`config.mk`:
```
export PLATFORM = sky130hd
export DESIGN_NAME = vvc_front
export DESIGN_NICKNAME = d
export VERILOG_FILES = /design/src/hdl/vvc_pkg.sv /design/src/hdl/vvc_front.sv
export VERILOG_INCLUDE_DIRS = /design/src /design/src/hdl
export SDC_FILE = /design/constraint.sdc
export NUM_CORES = 1
export LEC_CHECK = 0
export ABC_CLOCK_PERIOD_IN_PS = 29500
export BUFFER_PORTS_ARGS = -buffer_cell sky130_fd_sc_hd__buf_2
export CORE_AREA = 2 2 167 169
export CTS_CLUSTER_DIAMETER = 120
export DETAILED_ROUTE_END_ITERATION = 12
export DIE_AREA = 0 0 169 171
export PLACE_DENSITY_LB_ADDON = 0.08
export SYNTH_ARGS = -nofsm -noshare
export SYNTH_HDL_FRONTEND = slang
export SYNTH_SLANG_ARGS = --single-unit
```
`constraint.sdc`:
```
create_clock -name clk -period 29.5 [get_ports clk]
set_clock_uncertainty 0.2 [all_clocks]
set_input_delay 4.425 -clock clk [delete_from_list [all_inputs] [get_ports clk]]
set_output_delay 4.425 -clock clk [all_outputs]
set_load 0.1 [all_outputs]
```
`src/hdl/view_volume_cull_tests_defines.svh`:
```
// Assertion macros shared by the view-volume culling modules.
`ifndef VIEW_VOLUME_CULL_TESTS_DEFINES_SVH
`define VIEW_VOLUME_CULL_TESTS_DEFINES_SVH
// Implication checked at every rising clock edge, disabled in reset.
`define VVC_ASSERT_IMPL(label, clk, rst_n, ante, cons, msg) \
    label: assert property (@(posedge clk) disable iff (!rst_n) (ante) |-> (cons)) \
        else $error(msg);
// Next-cycle implication, disabled in reset.
`define VVC_ASSERT_NEXT(label, clk, rst_n, ante, cons, msg) \
    label: assert property (@(posedge clk) disable iff (!rst_n) (ante) |=> (cons)) \
        else $error(msg);
`endif

```
`src/hdl/vvc_pkg.sv`:
```
// Shared types and command codes for the view-volume culling block.
package vvc_pkg;
    typedef enum logic [2:0] {
        CMD_LOAD   = 3'd0,
        CMD_POINT  = 3'd1,
        CMD_SPHERE = 3'd2,
        CMD_CUBE   = 3'd3,
        CMD_CBOX   = 3'd4,
        CMD_MMBOX  = 3'd5
    } cmd_t;

    // Test kinds handed from the front end to the back end.
    typedef enum logic [2:0] {
        KIND_REJECT = 3'd0,
        KIND_POINT  = 3'd1,
        KIND_SPHERE = 3'd2,
        KIND_CUBE   = 3'd3,
        KIND_CBOX   = 3'd4,
        KIND_MMBOX  = 3'd5,
        KIND_LOAD   = 3'd6
    } kind_t;

    localparam int FIELD_WIDTH = 32;
    localparam int FRAC_BITS   = 16;
endpackage

```
`src/hdl/vvc_front.sv`:
```
// Front end: accepts transactions, classifies them and queues loads, tests and rejects in order.
module vvc_front
    import vvc_pkg::*;
#(
    parameter int PLANE_COUNT = 6,
    parameter int VALUE_WIDTH = 32,
    parameter int IDX_W       = 3
)
(
    input  logic                          clk,
    input  logic                          rst_n,
    input  logic                          in_valid,
    output logic                          in_ready,
    input  logic [2:0]                    command,
    input  logic [2:0]                    plane_index,
    input  logic [6*FIELD_WIDTH-1:0]      shape,
    input  logic [FIELD_WIDTH-1:0]        offset,
    output logic                          q_valid,
    input  logic                          q_ready,
    output kind_t                         q_kind,
    output logic [IDX_W-1:0]              q_idx,
    output logic [6*VALUE_WIDTH-1:0]      q_shape
);
    localparam int DEPTH = 2;

    kind_t                     kind_reg  [DEPTH];
    logic [IDX_W-1:0]          idx_reg   [DEPTH];
    logic [6*VALUE_WIDTH-1:0]  shape_reg [DEPTH];
    logic                      wr_ptr_reg, rd_ptr_reg;
    logic [1:0]                count_reg;
    logic                      push, pop;
    kind_t                     kind_in;
    logic [6*VALUE_WIDTH-1:0]  shape_in;
    logic                      idx_ok;

    assign in_ready = (count_reg != 2'd2);
    assign push     = in_valid && in_ready;
    assign pop      = q_valid && q_ready;
    assign q_valid  = (count_reg != 2'd0);
    assign q_kind   = kind_reg[rd_ptr_reg];
    assign q_idx    = idx_reg[rd_ptr_reg];
    assign q_shape  = shape_reg[rd_ptr_reg];
    assign idx_ok   = ({1'b0, plane_index} < 4'(PLANE_COUNT));

    // Classify the command and trim each value to VALUE_WIDTH bits.
    // A load carries its offset in the fourth value slot.
    always_comb
    begin
        case (command)
            CMD_LOAD:   kind_in = idx_ok ? KIND_LOAD : KIND_REJECT;
            CMD_POINT:  kind_in = KIND_POINT;
            CMD_SPHERE: kind_in = KIND_SPHERE;
            CMD_CUBE:   kind_in = KIND_CUBE;
            CMD_CBOX:   kind_in = KIND_CBOX;
            CMD_MMBOX:  kind_in = KIND_MMBOX;
            default:    kind_in = KIND_REJECT;
        endcase
        for (int i = 0; i < 6; i++)
            shape_in[i*VALUE_WIDTH +: VALUE_WIDTH] =
                shape[i*FIELD_WIDTH +: VALUE_WIDTH];
        if (command == CMD_LOAD)
            shape_in[3*VALUE_WIDTH +: VALUE_WIDTH] = offset[VALUE_WIDTH-1:0];
    end

    // Queue payload.
    always_ff @(posedge clk)
    begin
        if (push)
        begin
            kind_reg[wr_ptr_reg]  <= kind_in;
            idx_reg[wr_ptr_reg]   <= plane_index[IDX_W-1:0];
            shape_reg[wr_ptr_reg] <= shape_in;
        end
    end

    // Queue pointers.
    always_ff @(posedge clk or negedge rst_n)
    begin
        if (!rst_n)
        begin
            wr_ptr_reg <= 1'b0;
            rd_ptr_reg <= 1'b0;
            count_reg  <= 2'd0;
        end
        else
        begin
            if (push)
                wr_ptr_reg <= ~wr_ptr_reg;
            if (pop)
                rd_ptr_reg <= ~rd_ptr_reg;
            count_reg <= count_reg + {1'b0, push} - {1'b0, pop};
        end
    end

    `include "view_volume_cull_tests_defines.svh"
    `VVC_ASSERT_IMPL(a_no_overflow, clk, rst_n, count_reg == 2'd2, !push, "queue overflow")
    `VVC_ASSERT_IMPL(a_count_range, clk, rst_n, 1'b1, count_reg != 2'd3, "queue count bad")
    `VVC_ASSERT_NEXT(a_hold, clk, rst_n, q_valid && !q_ready && !pop, q_valid, "queue lost entry")
endmodule

```
# == Word-level counts from Yosys, hierarchy flattened ==
# Memories as Yosys holds them, arrays and structs flattened.
# Index checks and enable logic that the tools add are counted.
# totals
input_bits,234
reg_bits,4
ramBits,396
memories,3
# op_classes
n_reduce_logical,4
mux,5
add_sub_neg,2
n_bitwise,2
n_lt_le_gt_ge,1
n_eq_ne,6
# memory_table
name,words,word_bits,read_ports,rd_clocked_by_memory_dff,write_ports,line_no,rtl
shape_reg,2,192,1,0,1,vvc_front.sv:28,logic [6*VALUE_WIDTH-1:0] shape_reg [DEPTH];
idx_reg,2,3,1,0,1,vvc_front.sv:27,logic [IDX_W-1:0] idx_reg [DEPTH];
kind_reg,2,3,1,0,1,vvc_front.sv:26,kind_t kind_reg [DEPTH];
# ops
op,count
2-to-1 mux 32 bit,1
one-hot mux 3 bit (6 select lines),1
"== test 3 x 2 -> 1 bit, second input constant",2
"== test 3 bit, second input constant",2
"== test 3 x 1 -> 1 bit, second input constant",1
logical NOT 3 bit,1
"less-than comparator 3 bit, second input constant",1
2-to-1 mux 3 bit,1
adder 2 x 1 -> 2 bit,1
logical AND 1 bit,2
2-to-1 mux 1 bit,2
"!= test 2 bit, second input constant",1
inverter 1 bit,2
nonzero test 2 bit,1
subtractor 2 x 1 -> 2 bit,1

# == Longest topological paths before layout ==
# logic_depth
word_depth,4
mapped_depth,5
ltp_nobuf,5

# == Worst setup path before layout ==
# No wires, ideal clock.
# synth_timing
kind,input to register
start,input in_valid
end,"memory idx_reg[0][0], enable pin"
stages,2
n_path_buf,0
required_time_ps,28540
setup_time_ps,760
arrival_time_ps,12760
setup_slack_ps,15779
path_cell_list,nand2_1 > nor2_1
# synth_between
elab_chain_len,3
# synth_lines
element,line_no,rtl
from (decl),vvc_front.sv:12,"input logic in_valid,"
logical AND 1 bit,vvc_front.sv:37,assign push = in_valid && in_ready;
2-to-1 mux 1 bit,vvc_front.sv:68,if (push)
2-to-1 mux 1 bit (not written as such),vvc_front.sv:71,idx_reg[wr_ptr_reg] <= plane_index[IDX_W-1:0];
to (decl),vvc_front.sv:27,
# No other way between the ends.

# == Final worst setup path ==
# layout_timing
start,register rd_ptr_reg
end,output q_shape[72]
# layout_between
elab_chain_len,1
# layout_lines
element,line_no,rtl
from (decl),vvc_front.sv:29,"logic wr_ptr_reg, rd_ptr_reg;"
from (signal assigned),vvc_front.sv:90,rd_ptr_reg <= ~rd_ptr_reg;
memory read (2 x 192 bit),--,
to (decl),vvc_front.sv:22,output logic [6*VALUE_WIDTH-1:0] q_shape
# No other way between the ends.

==> reports/metrics.cfg <==
[cts]
clkSlewWorstSetupHoldPaths_ps=60
clock-sinks=400
post_cts_buffers=0
cts_tree=done
hold_buffers=0
clock_latency_ps=510
cts_resized=0
ctsHtreeMaxLevel=2
clockBufferDepth=3
cts_made_buffers=40
root_buffer=clkbuf_16

[sta]
hold_viol=0
fmax_mhz=129
worstMarginPinSlew_ps=1160
relSlewSlack_pct=22.5
post-route-min-period_ps=7760
rsz0062_at_grt=no
fin_setup_tns_ps=0
period_share_pct=26.3
slew_viol_final=0
finalSetupViolCount=0

[routing]
drc=0
wl_per_cell_um=20.4
ant_nets=0
vias=7914
drtIter0Drc=517
firstDrtPassIters=6
totalWireLength_um=30900
via_per_inst=5.21

[grt]
grt_pass1_vias=7887
grt_max_degree=86
grt_overflow=0
grt_first_pass_wirelength_um=43700
antenna_found_initial=12
track_usage_pct=20.2

[worst_setup_path]
cp-end-kind=output port
arrival_ps=3130
crit_slowest_cell=buf_4
cp-start-kind=flip-flop
crit_path_max_incr_delay_ps=960
crit_required_ps=24880
path_cells=buf_4 > mux2_2 > buf_2
cp_max_fo=85
worstSetupPathType=reg -> out

[synth]
synth-adder-area-share_pct=0.0836
seq_area_frac_synth_pct=80.1
yosys.area_share.simple_pct=0.535
synth_compound_area_share_pct=0.293
synth-xor-area-share_pct=0.176
yosysUniqueCellTypes=22
synth-seq-cells=400
netlist_instances=680
syn-num-nets=915
avgSynthCellArea_um2=22.0
synth.area.mux_share_pct=17.3
ys_warn_count=0
synth_top_family_by_area=multiplexers
synthesis.area_mm2=0.0150

[final_layout]
drive_gt1_share_pct=62.3
final_net_count=1373
largest_reg_flops=384
syn_to_final_growth_pct=24.6

[worst_hold_path]
hp-class=reg -> reg

[die]
start_util_pct=54.8
die_y_um=171
dieArea_mm2=0.0289
rows=61
ios=434
coreArea_mm2=0.0273
die_w_um=169

[job]
maxCapViolCount=0

[status]
status=complete, no violations

[placement]
gp_congestion=0.760
port_buffers=433
place_hpwl_um=20700

-- placed cells by master, fill, tap and decap left out, drive strengths merged, types with 2 or more instances in the layout --
| cell type | n |
|---|---|
| buf | 441 |
| edfxtp | 396 |
| mux2 | 230 |
| clkbuf | 55 |
| clkinv | 11 |
| diode | 9 |
| nor2 | 7 |
| dfrtp | 4 |
| xnor2 | 3 |
| nand2 | 2 |
| inv | 2 |
-- cell usage after synthesis --
master    instances  share of area (%)
a211oi_1          1              0.050
a21bo_2           1              0.067
a21boi_0          1              0.050
a21oi_1           1              0.033
a32oi_1           1              0.059
and3_1            1              0.042
buf_2             9               0.30
buf_6            16                1.2
dfrtp_1           4               0.67
edfxtp_1        396                 79
ha_1              1              0.084
mux2_1            2               0.15
mux2_2          228                 17
nand2_1           2              0.050
nand2b_1          1              0.042
nand3_1           1              0.033
nor2_1            7               0.18
nor2b_1           1              0.042
nor3_4            1               0.11
o21ai_0           1              0.033
or2_2             1              0.042
xnor2_1           3               0.18
-- worst max-delay path, delay by kind of cell, from the launching register on --
kind     cells  cell delay [ps]
buf+inv      2             1400
flops        1              810
mux          1              320
-- per-stage QoR --
stage	setup slack, ps	std cells	area [um2]	hold slack (ps)	utilization, %
final	21740	1520	18700	385	68.3
after global routing	21580	1518	18600	412	68.3
after CTS	21670	1511	18600	372	68.2
after detailed placement	21710	1442	17400	361	63.8
after global placement	21690	1442	17400	358	63.8
after floorplan	15780	680	15000	260	-
-- routing by layer --
layer  vias up  GRT usage [%]  part of all wire [%]
li1       3644              -                     -
met1      3876           22.2                    36
met2       320           36.1                    52
met3        70           6.96                   8.9
met4         4           7.92                   3.0
met5         -              0                 0.087
-- cell families (layout without fill, tap and decap cells) --
kind of cell	count (synthesis)	in the layout
flip-flops	400	400
other	0	9
XOR/XNOR	3	3
AND/OR/NAND/NOR	15	15
buffers and inverters	25	510
adder cells (fa/ha/maj)	1	1
AO/OA/AOI/OAI	6	6
multiplexers	230	230
-- cell type report --
cell class | instances | area [um2]
Sequential cell | 400 | 12000
Fill cell | 1924 | 8670
Multi-Input combinational cell | 255 | 2770
Timing Repair Buffer | 441 | 2230
Clock buffer | 55 | 1120
Tap cell | 346 | 433
Clock inverter | 14 | 92.6
Antenna cell | 9 | 22.5
-- worst paths after layout --
| check | start | end | slack, ps | cells after the start |
|---|---|---|---|---|
| min in group asynchronous | rst_n | count_reg[1] | 3500 | 1 |
| hold reg to reg | wr_ptr_reg | wr_ptr_reg | 380 | 1 |
| setup reg to reg | count_reg[0] | shape_reg[1][39] | 25690 | 4 |
| hold / removal | wr_ptr_reg | wr_ptr_reg | 380 | 1 |
| setup / recovery | rd_ptr_reg | q_shape[72] | 21740 | 3 |
| max in group asynchronous | rst_n | rd_ptr_reg | 25460 | 1 |
Power is not shown: default switching activity piles up to over one toggle a cycle in this logic, so the estimate is an artifact.
